### src/hw/rtl/dwspi_pkg.sv
// Shared types and constants of the dual wheel speed PI core.
`default_nettype none

package dwspi_pkg;

  localparam int SAMPLE_BITS_DEF = 16;
  localparam int TARGET_W        = 16;
  localparam int DRIVE_W         = 12;
  localparam int GAIN_W          = 8;
  localparam int ACC_W           = 32;
  localparam int HIST_DEPTH      = 3;
  localparam int CFG_IDX_W       = 3;
  localparam int DRIVE_MAX       = 2047;

  localparam logic [GAIN_W-1:0] PROP_GAIN_RST  = 8'd20;
  localparam logic [GAIN_W-1:0] INTEG_GAIN_RST = 8'd10;

  localparam logic [CFG_IDX_W-1:0] REG_PROP_RIGHT  = 3'd0;
  localparam logic [CFG_IDX_W-1:0] REG_INTEG_RIGHT = 3'd1;
  localparam logic [CFG_IDX_W-1:0] REG_PROP_LEFT   = 3'd2;
  localparam logic [CFG_IDX_W-1:0] REG_INTEG_LEFT  = 3'd3;

  typedef struct packed {
    logic [GAIN_W-1:0] kp;
    logic [GAIN_W-1:0] ki;
  } gains_t;

endpackage

`default_nettype wire

### src/hw/rtl/dwspi_wheel.sv
// One wheel: sample history, moving sum, incremental PI step and its state.
`default_nettype none

module dwspi_wheel import dwspi_pkg::*; #(
  parameter int SAMPLE_BITS = SAMPLE_BITS_DEF
) (
  input  wire logic                          clk_i,
  input  wire logic                          rst_ni,
  input  wire logic                          step_i,
  input  wire gains_t                        gains_i,
  input  wire logic signed [SAMPLE_BITS-1:0] sample_i,
  input  wire logic signed [TARGET_W-1:0]    target_i,
  output logic signed [DRIVE_W-1:0]          drive_o,
  output logic signed [SAMPLE_BITS+1:0]      sum_o
);

  localparam int SUM_W  = SAMPLE_BITS + 2;
  localparam int ERR_W  = ((SUM_W > TARGET_W) ? SUM_W : TARGET_W) + 1;
  localparam int KG_W   = GAIN_W + 2;
  localparam int PROD_W = ERR_W + KG_W;
  localparam int U_W    = ((PROD_W > ACC_W) ? PROD_W : ACC_W) + 2;

  localparam logic signed [U_W-1:0] ACC_HI = U_W'({1'b0, {(ACC_W-1){1'b1}}});
  localparam logic signed [U_W-1:0] ACC_LO = -ACC_HI - U_W'(1);
  localparam logic signed [U_W-1:0] DRV_HI = U_W'(DRIVE_MAX);
  localparam logic signed [U_W-1:0] DRV_LO = -DRV_HI;

  logic signed [SAMPLE_BITS-1:0] hist_q [HIST_DEPTH];
  logic signed [ERR_W-1:0]       err_q, err_d;
  logic signed [ACC_W-1:0]       acc_q, acc_d;

  logic signed [SUM_W-1:0]  sum;
  logic signed [KG_W-1:0]   kpki, kp_s;
  logic signed [PROD_W-1:0] prod_new, prod_old;
  logic signed [U_W-1:0]    u;

  always_comb begin
    sum = SUM_W'(sample_i) + SUM_W'(hist_q[0]) + SUM_W'(hist_q[1]) + SUM_W'(hist_q[2]);
    err_d = ERR_W'(target_i) - ERR_W'(sum);
    kp_s = signed'({2'b00, gains_i.kp});
    kpki = signed'({2'b00, gains_i.kp}) + signed'({2'b00, gains_i.ki});
    prod_new = PROD_W'(kpki) * PROD_W'(err_d);
    prod_old = PROD_W'(kp_s) * PROD_W'(err_q);
    u = U_W'(prod_new) - U_W'(prod_old) + U_W'(acc_q);
    if (u > ACC_HI) begin
      acc_d = ACC_HI[ACC_W-1:0];
    end else if (u < ACC_LO) begin
      acc_d = ACC_LO[ACC_W-1:0];
    end else begin
      acc_d = u[ACC_W-1:0];
    end
    if (u > DRV_HI) begin
      drive_o = DRV_HI[DRIVE_W-1:0];
    end else if (u < DRV_LO) begin
      drive_o = DRV_LO[DRIVE_W-1:0];
    end else begin
      drive_o = u[DRIVE_W-1:0];
    end
    sum_o = sum;
  end

  always_ff @(posedge clk_i or negedge rst_ni) begin
    if (!rst_ni) begin
      for (int i = 0; i < HIST_DEPTH; i++) begin
        hist_q[i] <= '0;
      end
      err_q <= '0;
      acc_q <= '0;
    end else if (step_i) begin
      hist_q[0] <= sample_i;
      for (int i = 1; i < HIST_DEPTH; i++) begin
        hist_q[i] <= hist_q[i-1];
      end
      err_q <= err_d;
      acc_q <= acc_d;
    end
  end

endmodule

`default_nettype wire

### src/hw/rtl/dual_wheel_speed_pi_core.sv
// Top level of the dual wheel speed PI core: gains, input and result registers.
//
//  channel  direction  handshake                 payload
//  in       sink       in_valid_i / in_stall_o   speed_*_i, target_*_i
//  out      source     out_valid_o / out_stall_i drive_*_o, speed_sum_*_o
//  cfg      sink       cfg_valid_i / cfg_ready_o cfg_index_i, cfg_data_i
//
// One item per cycle unless the output stalls; the result register drives the outputs.
// The input register feeds one pass of sum, error and PI arithmetic per wheel
// into the result register; wheel state advances as an item moves across.
// Reset loads the default gains and clears history, errors and accumulators.
// A stalled result holds; the input side stalls only when both registers are full.
`default_nettype none

module dual_wheel_speed_pi_core import dwspi_pkg::*; #(
  parameter int SAMPLE_BITS = SAMPLE_BITS_DEF
) (
  input  wire logic                          clk_i,
  input  wire logic                          rst_ni,
  input  wire logic                          in_valid_i,
  output logic                               in_stall_o,
  input  wire logic signed [SAMPLE_BITS-1:0] speed_right_i,
  input  wire logic signed [SAMPLE_BITS-1:0] speed_left_i,
  input  wire logic signed [TARGET_W-1:0]    target_right_i,
  input  wire logic signed [TARGET_W-1:0]    target_left_i,
  output logic                               out_valid_o,
  input  wire logic                          out_stall_i,
  output logic signed [DRIVE_W-1:0]          drive_right_o,
  output logic signed [DRIVE_W-1:0]          drive_left_o,
  output logic signed [SAMPLE_BITS+1:0]      speed_sum_right_o,
  output logic signed [SAMPLE_BITS+1:0]      speed_sum_left_o,
  input  wire logic                          cfg_valid_i,
  output logic                               cfg_ready_o,
  input  wire logic [CFG_IDX_W-1:0]          cfg_index_i,
  input  wire logic [GAIN_W-1:0]             cfg_data_i
);

  gains_t gains_right_q, gains_left_q;

  logic                          in_valid_q, in_valid_d;
  logic signed [SAMPLE_BITS-1:0] spd_r_q, spd_l_q;
  logic signed [TARGET_W-1:0]    tgt_r_q, tgt_l_q;

  logic                          out_valid_q, out_valid_d;
  logic signed [DRIVE_W-1:0]     drv_r_q, drv_l_q;
  logic signed [SAMPLE_BITS+1:0] sum_r_q, sum_l_q;

  logic                          out_ready, step, in_acc;
  logic signed [DRIVE_W-1:0]     drv_r, drv_l;
  logic signed [SAMPLE_BITS+1:0] sum_r, sum_l;

  assign out_ready   = !out_valid_q || !out_stall_i;
  assign step        = in_valid_q && out_ready;
  assign in_stall_o  = in_valid_q && !out_ready;
  assign in_acc      = in_valid_i && !in_stall_o;
  assign in_valid_d  = in_acc || (in_valid_q && !step);
  assign out_valid_d = out_ready ? in_valid_q : out_valid_q;
  assign cfg_ready_o = 1'b1;

  always_ff @(posedge clk_i or negedge rst_ni) begin
    if (!rst_ni) begin
      gains_right_q <= '{kp: PROP_GAIN_RST, ki: INTEG_GAIN_RST};
      gains_left_q  <= '{kp: PROP_GAIN_RST, ki: INTEG_GAIN_RST};
    end else if (cfg_valid_i && cfg_ready_o) begin
      case (cfg_index_i)
        REG_PROP_RIGHT:  gains_right_q.kp <= cfg_data_i;
        REG_INTEG_RIGHT: gains_right_q.ki <= cfg_data_i;
        REG_PROP_LEFT:   gains_left_q.kp  <= cfg_data_i;
        REG_INTEG_LEFT:  gains_left_q.ki  <= cfg_data_i;
        default: ;
      endcase
    end
  end

  always_ff @(posedge clk_i or negedge rst_ni) begin
    if (!rst_ni) begin
      in_valid_q  <= 1'b0;
      out_valid_q <= 1'b0;
    end else begin
      in_valid_q  <= in_valid_d;
      out_valid_q <= out_valid_d;
    end
  end

  always_ff @(posedge clk_i) begin
    if (in_acc) begin
      spd_r_q <= speed_right_i;
      spd_l_q <= speed_left_i;
      tgt_r_q <= target_right_i;
      tgt_l_q <= target_left_i;
    end
    if (step) begin
      drv_r_q <= drv_r;
      drv_l_q <= drv_l;
      sum_r_q <= sum_r;
      sum_l_q <= sum_l;
    end
  end

  dwspi_wheel #(.SAMPLE_BITS(SAMPLE_BITS)) u_wheel_right (
    .clk_i    (clk_i),
    .rst_ni   (rst_ni),
    .step_i   (step),
    .gains_i  (gains_right_q),
    .sample_i (spd_r_q),
    .target_i (tgt_r_q),
    .drive_o  (drv_r),
    .sum_o    (sum_r)
  );

  dwspi_wheel #(.SAMPLE_BITS(SAMPLE_BITS)) u_wheel_left (
    .clk_i    (clk_i),
    .rst_ni   (rst_ni),
    .step_i   (step),
    .gains_i  (gains_left_q),
    .sample_i (spd_l_q),
    .target_i (tgt_l_q),
    .drive_o  (drv_l),
    .sum_o    (sum_l)
  );

  assign out_valid_o       = out_valid_q;
  assign drive_right_o     = drv_r_q;
  assign drive_left_o      = drv_l_q;
  assign speed_sum_right_o = sum_r_q;
  assign speed_sum_left_o  = sum_l_q;

endmodule

`default_nettype wire

### config.mk
export PLATFORM = sky130hd
export DESIGN_NAME = dual_wheel_speed_pi_core
export DESIGN_NICKNAME = d
export VERILOG_FILES = /design/src/hw/rtl/dwspi_pkg.sv /design/src/hw/rtl/dwspi_wheel.sv /design/src/hw/rtl/dual_wheel_speed_pi_core.sv
export SDC_FILE = /design/constraint.sdc
export NUM_CORES = 2
export LEC_CHECK = 0
export BUFFER_PORTS_ARGS = -buffer_cell sky130_fd_sc_hd__buf_2
export CORE_MARGIN = 3
export CORE_UTILIZATION = 31
export DETAILED_ROUTE_END_ITERATION = 8
export PLACE_DENSITY_LB_ADDON = 0.15
export SKIP_CTS_REPAIR_TIMING = 1
export SYNTH_ARGS = -nofsm -noshare
export SYNTH_HDL_FRONTEND = slang
export SYNTH_SLANG_ARGS = --single-unit
export TNS_END_PERCENT = 10
### constraint.sdc
create_clock -name clk_i -period 28.9 [get_ports clk_i]
set_clock_uncertainty 0.05 [all_clocks]
set_input_delay 5.78 -clock clk_i [delete_from_list [all_inputs] [get_ports clk_i]]
set_output_delay 5.78 -clock clk_i [all_outputs]
set_load 0.01 [all_outputs]
Word-level counts from Yosys, hierarchy flattened
Index checks and enable logic that the tools add are counted.
W data, S select, Z words.
{ "word_totals": {"reg_bits": 356, "out_inout_bits": 63} }
{ "op_classes": {"n_addsub": 14, "n_mul": 4, "n_lt_le_gt_ge": 8, "eq_ne": 3, "mux": 6, "reduce_logical": 18} }
{ "op_table": {"columns": ["cell", "n"], "rows": [
  ["$mux W32", 4],
  ["$gt A34 B12 Y1 const B", 2],
  ["$gt A34 B32 Y1 const B", 2],
  ["$lt A34 B12 Y1 const B", 2],
  ["$lt A34 B32 Y1 const B", 2],
  ["$add A30 B32 Y33", 2],
  ["$sub A29 B28 Y30", 2],
  ["$mul A10 B19 Y29", 2],
  ["$mul A9 B19 Y28", 2],
  ["$sub A16 B18 Y19", 2],
  ["$add A17 B16 Y18", 2],
  ["$add A18 B16 Y18", 2],
  ["$add A16 B16 Y17", 2],
  ["$mux W12", 2],
  ["$add A8 B8 Y9", 2],
  ["$reduce_and A2 Y1", 4],
  ["$eq A3 B2 Y1 const B", 2],
  ["$logic_not A1 Y1", 5],
  ["$logic_and A1 B1 Y1", 4],
  ["$reduce_or A2 Y1", 2],
  ["$eq A3 B1 Y1 const B", 1],
  ["$logic_not A3 Y1", 1],
  ["$logic_or A1 B1 Y1", 2]
]} }

Longest topological paths before layout
{ "logic_depth": {"word_depth": 10, "ltp_mapped": 55, "ltp_nobuf": 50} }

Hierarchy
From an unflattened synthesis, not the netlist that was laid out.
{ "unflattened": {"hier_cells": 4786, "hier_area_um2": 46910.0} }
{ "by_module_without_submodules": {"columns": ["mod", "n_inst", "cells_each", "area_each_um2", "seq_area_each_um2"], "rows": [
  ["dwspi_wheel (u_wheel_left)", 1, 2324, 21124.0, 2477.4],
  ["dwspi_wheel (u_wheel_right)", 1, 2258, 20731.1, 2477.4],
  ["dual_wheel_speed_pi_core", 1, 204, 5054.8, 4584.4]
]} }

Worst setup path before layout
OpenSTA, ideal clock, no wires.
{ "synth_timing": {"path_type": "reg-to-reg", "start": "register spd_r_q[2]", "end": "register drv_r_q[0], in the netlist drive_right_o[0], data pin", "t_arrival_ns": 12.141, "t_required_ns": 28.591, "slack_ns": 16.450, "stages_incl_launch_ff": 50, "path_buffers": 2, "cell_sequence": "edfxtp_1 inv_1 fa_1 fa_1 inv_1 ha_1 a211oi_1 o21bai_1 a21o_1 a21o_1 a21oi_1 xnor2_1 inv_1 ha_1 a21o_1 a21oi_1 o21ai_0 maj3_1 [... 14 more ...] fa_1 inv_1 fa_1 inv_1 ha_1 a21o_1 a211o_1 nor3_1 nand3_1 o221ai_1 a41oi_1 xnor2_1 or3b_1 nor4_1 and4b_1 clkbuf_1 mux2i_1 or2_1"} }
{ "synth_via": {"elab_chain_cells": 9} }
{ "synth_rtl": {"columns": ["item", "line", "text"], "rows": [
  ["from (decl)", "dual_wheel_speed_pi_core.sv:41", "logic signed [SAMPLE_BITS-1:0] spd_r_q, spd_l_q;"],
  ["from (signal assigned)", "dual_wheel_speed_pi_core.sv:87", "spd_r_q <= speed_right_i;"],
  ["$add A16 B16 Y17 (*)", "dwspi_wheel.sv:38", "sum = SUM_W'(sample_i) + SUM_W'(hist_q[0]) + SUM_W'(hist_q[1]) + SUM_W'(hist_q[2]);"],
  ["$add A17 B16 Y18 (*)", "dwspi_wheel.sv:38", null],
  ["$add A18 B16 Y18 (*)", "dwspi_wheel.sv:38", null],
  ["via sum_r[8]", "dual_wheel_speed_pi_core.sv:50", "logic signed [SAMPLE_BITS+1:0] sum_r, sum_l;"],
  ["$sub A16 B18 Y19 (*)", "dwspi_wheel.sv:39", "err_d = ERR_W'(target_i) - ERR_W'(sum);"],
  ["$mul A10 B19 Y29 (*)", "dwspi_wheel.sv:42", "prod_new = PROD_W'(kpki) * PROD_W'(err_d);"],
  ["$sub A29 B28 Y30 (*)", "dwspi_wheel.sv:44", "u = U_W'(prod_new) - U_W'(prod_old) + U_W'(acc_q);"],
  ["$add A30 B32 Y33 (*)", "dwspi_wheel.sv:44", null],
  ["$lt A34 B12 Y1 or $gt A34 B12 Y1 (tied branches)", "dwspi_wheel.sv:54, dwspi_wheel.sv:52", null],
  ["$reduce_or A2 Y1 (no line) (*)", null, null],
  ["to (signal assigned)", "dual_wheel_speed_pi_core.sv:93", "drv_r_q <= drv_r;"],
  ["to (decl)", "dual_wheel_speed_pi_core.sv:45", "logic signed [DRIVE_W-1:0] drv_r_q, drv_l_q;"]
]} }
The timed path passes the listed nets; every way through them passes the cells marked *.
A chain may end at the register's enable or synchronous reset.

Worst setup path in the final report
{ "layout_timing": {"start": "register spd_l_q[1]", "end": "register drv_l_q[3], in the netlist drive_left_o[3], data pin"} }
{ "layout_via": {"elab_chain_cells": 9} }
{ "layout_rtl": {"columns": ["item", "line", "text"], "rows": [
  ["from (decl)", "dual_wheel_speed_pi_core.sv:41", null],
  ["from (signal assigned)", "dual_wheel_speed_pi_core.sv:88", "spd_l_q <= speed_left_i;"],
  ["$add A16 B16 Y17 (*)", "dwspi_wheel.sv:38", null],
  ["$add A17 B16 Y18 (*)", "dwspi_wheel.sv:38", null],
  ["$add A18 B16 Y18 (*)", "dwspi_wheel.sv:38", null],
  ["via sum_l[7]", "dual_wheel_speed_pi_core.sv:50", null],
  ["$sub A16 B18 Y19 (*)", "dwspi_wheel.sv:39", null],
  ["$mul A10 B19 Y29 (*)", "dwspi_wheel.sv:42", null],
  ["$sub A29 B28 Y30 (*)", "dwspi_wheel.sv:44", null],
  ["$add A30 B32 Y33 (*)", "dwspi_wheel.sv:44", null],
  ["$lt A34 B12 Y1", "dwspi_wheel.sv:54", "end else if (u < DRV_LO) begin"],
  ["$mux W12", "dwspi_wheel.sv:54", null],
  ["to (signal assigned)", "dual_wheel_speed_pi_core.sv:94", "drv_l_q <= drv_l;"],
  ["to (decl)", "dual_wheel_speed_pi_core.sv:45", null]
]} }
Marked as above.

==> flow_summary.toml <==
[sta]
tns_ps = 0
max_freq_ghz = 0.0703
period_share_pct = 49.2
maxSlewViolCount = 0
finalSetupViolations = 0
rsz0062_at_grt = "no"
hold_slack_ps = 424
finalCriticalPeriod_ps = 14230
slew_headroom_pct = 15.2
worst_pin_slew_ps = 1260
final-hold-violation-count = 0

[routing]
met1Wirelength_um = 64900
drtPass1Iterations = 5
drt_iter0_drc = 1712
routed-wl-met2_um = 56000
vias_per_cell = 4.63
top_layer = "met5"
ant_nets = 0
met3WireLength_um = 7320
drc = 0
vias = 31500
wire_per_inst_um = 19.2
wl_um = 131000

[floorplan]
die_area_um2 = 153000
die_height_um = 391
fp.coreArea_um2 = 146000
initial_core_util_pct = 31.4
ios = 143
rows = 140
dieWidth_um = 391

[cells_and_area]
nets = 6038
areaGrowthSynthToFinish_pct = 10.4
fin_area_um2 = 50800
finalNonFillerCells = 6799
drive_above_1_share_pct = 7.95
n_fill_cell = 15100

[worst_setup_path]
end_kind = "flip-flop"
cp_common_cell = "fa_1"
rr_startpoint = "spd_l_q[1]"
ff2ff_setup_slack_ps = 14670
worst-path-buf-inv = 7
cp.required_ps = 29340
cp_top_family = "adder cells"
crit_type = "flip-flop to flip-flop"
startpoint = "spd_l_q[1]"
cp_slowest_cell = "o31ai_1"
start_kind = "flip-flop"
arrival_ps = 14670
slowest_delay_ps = 1090
cp_max_fo = 11

[synth]
ys_ff_latch = 356
synth-edff-count = 124
synthTopCellsByArea = "fa_1 36%, dfrtp_1 12%, inv_1 8.7%, ha_1 8.2%, edfxtp_1 8.1%"
synth_area_leader_cell = "fa_1"
synth_top_area_share_pct = 35.5
syn-num-nets = 5959
synth_cells = 4763
postSynthAreaPerCell_um2 = 9.66
ys_async_sr_fraction_pct = 65.2
yosys_warnings = 0
synth_cell_types = 93
ys_seq_area_share_pct = 20.7
synth_ff_type = "dfrtp_1"
synthesis.area_um2 = 46000

[place]
place_hpwl_um = 105000
port_buffers = 141
dp.cells = 6710
dpl_cell_area_um2 = 49100
gp_congestion = 0.835

[run_status]
status = "completed"

[grt]
antenna_found_initial = 6
grt_max_degree = 209
grt_pass1_vias = 33800
grt_pass1_wl_um = 207000
overflow = 0
grt_use_total_pct = 17.6

[clock_tree]
cts_buffer_depth = 3
cts_htree_levels = 2
clock_latency_ps = 650
cts_tree = "yes"
cts-root-buf = "clkbuf_16"
cts_made_buffers = 47
clock-sinks = 356
path_clk_slew_ps = 60

[run]
maxCapViolCount = 0

[worst_hold_path]
hp-class = "flip-flop to flip-flop"
worstHoldStart = "u_wheel_right.hist_q[21]"
==> metal layers <==
layer,global-route usage [%],vias up
met3,3.47,117
li1,-,14700
met1,26.6,16000
met2,26.1,616
met4,3.40,4
met5,0,-
==> through the flow <==
stage | setup slack, ps | utilization, %
2_1_floorplan | 16450 | -
6_report | 14670 | 34.7
5_1_grt | 13690 | 34.7
3_5_place_dp | 14540 | 33.5
3_3_place_gp | 14760 | 33.5
4_1_cts | 14560 | 34.7
==> worst reg2reg max path: cells and delay by family, from the launching register on <==
family | cells | cell delay, ps
adder cells (fa/ha/maj) | 17 | 7170
XOR/XNOR | 2 | 520
flip-flops | 1 | 360
AND/OR/NAND/NOR | 7 | 1590
buffers and inverters | 7 | 410
AO/OA/AOI/OAI | 12 | 4010
==> final timing paths <==
path | endpoint | depth (start not counted)
worst max-delay path | drive_left_o[3] | 45
worst min register to register | u_wheel_right.hist_q[5] | 2
worst max register to register | drive_left_o[3] | 45
worst min-delay path | u_wheel_right.hist_q[5] | 2
min in group asynchronous | u_wheel_right.hist_q[46] | 1
max in group asynchronous | u_wheel_left.acc_q[20] | 3
==> cells in the final DEF (no fill, tap or decap), drive strengths merged, types with 48 or more instances in the layout <==
| cell type | n |
|---|---|
| ha | 300 |
| xor2 | 62 |
| nand2 | 568 |
| edfxtp | 124 |
| dfrtp | 224 |
| clkbuf | 57 |
| a21oi | 117 |
| a21o | 72 |
| nand2b | 48 |
| and2 | 219 |
| inv | 1064 |
| xnor2 | 107 |
| buf | 191 |
| o21ai | 200 |
| fa | 816 |
| nor2 | 225 |
==> area by class of cell <==
cell class              instances  area (um2)  area share, %
multi-input cells            3184       32000           63.1
flip-flops and latches        356        9540           18.8
inverters                    1062        3990           7.87
well taps                    1917        2400           4.73
clock buffers                  57        1260           2.49
repair buffers                191        1100           2.17
clock inverters                31         420          0.828
diodes                          1        2.50        0.00493
==> sequential cells by signal (all words and copies together), names as in the netlist, 18 cells and up <==
register and flops:
speed_sum_left_o 18, u_wheel_left.err_q 19, speed_sum_right_o 18, u_wheel_left.hist_q 48, u_wheel_right.err_q 19, u_wheel_right.acc_q 32, u_wheel_right.hist_q 48, u_wheel_left.acc_q 32
==> cells in the mapped netlist (all sizes together) (27+ instances only) <==
library cell,number
inv,1061
fa,816
nand2,568
ha,300
nor2,225
dfrtp,224
and2,219
o21ai,200
clkbuf,155
edfxtp,124
a21oi,117
xnor2,107
a21o,72
xor2,62
nand2b,48
nor2b,45
mux2,33
nand3,31
o22ai,29
maj3,27
==> kinds of logic (layout without fill, tap and decap cells) <==
kind of cell    Yosys count  in the layout  synth area share [%]
compound gates          572            572                  7.79
xor+xnor                169            169                  3.27
fa+ha+maj              1143           1143                  44.3
buf+inv                1223           1341                  10.0
flops                   356            356                  20.7
mux                      39             39                 0.938
other cells               1              2               0.00815
simple gates           1260           1260                  12.9
Power is not shown: default switching activity piles up to over one toggle a cycle in this logic, so the estimate is an artifact.
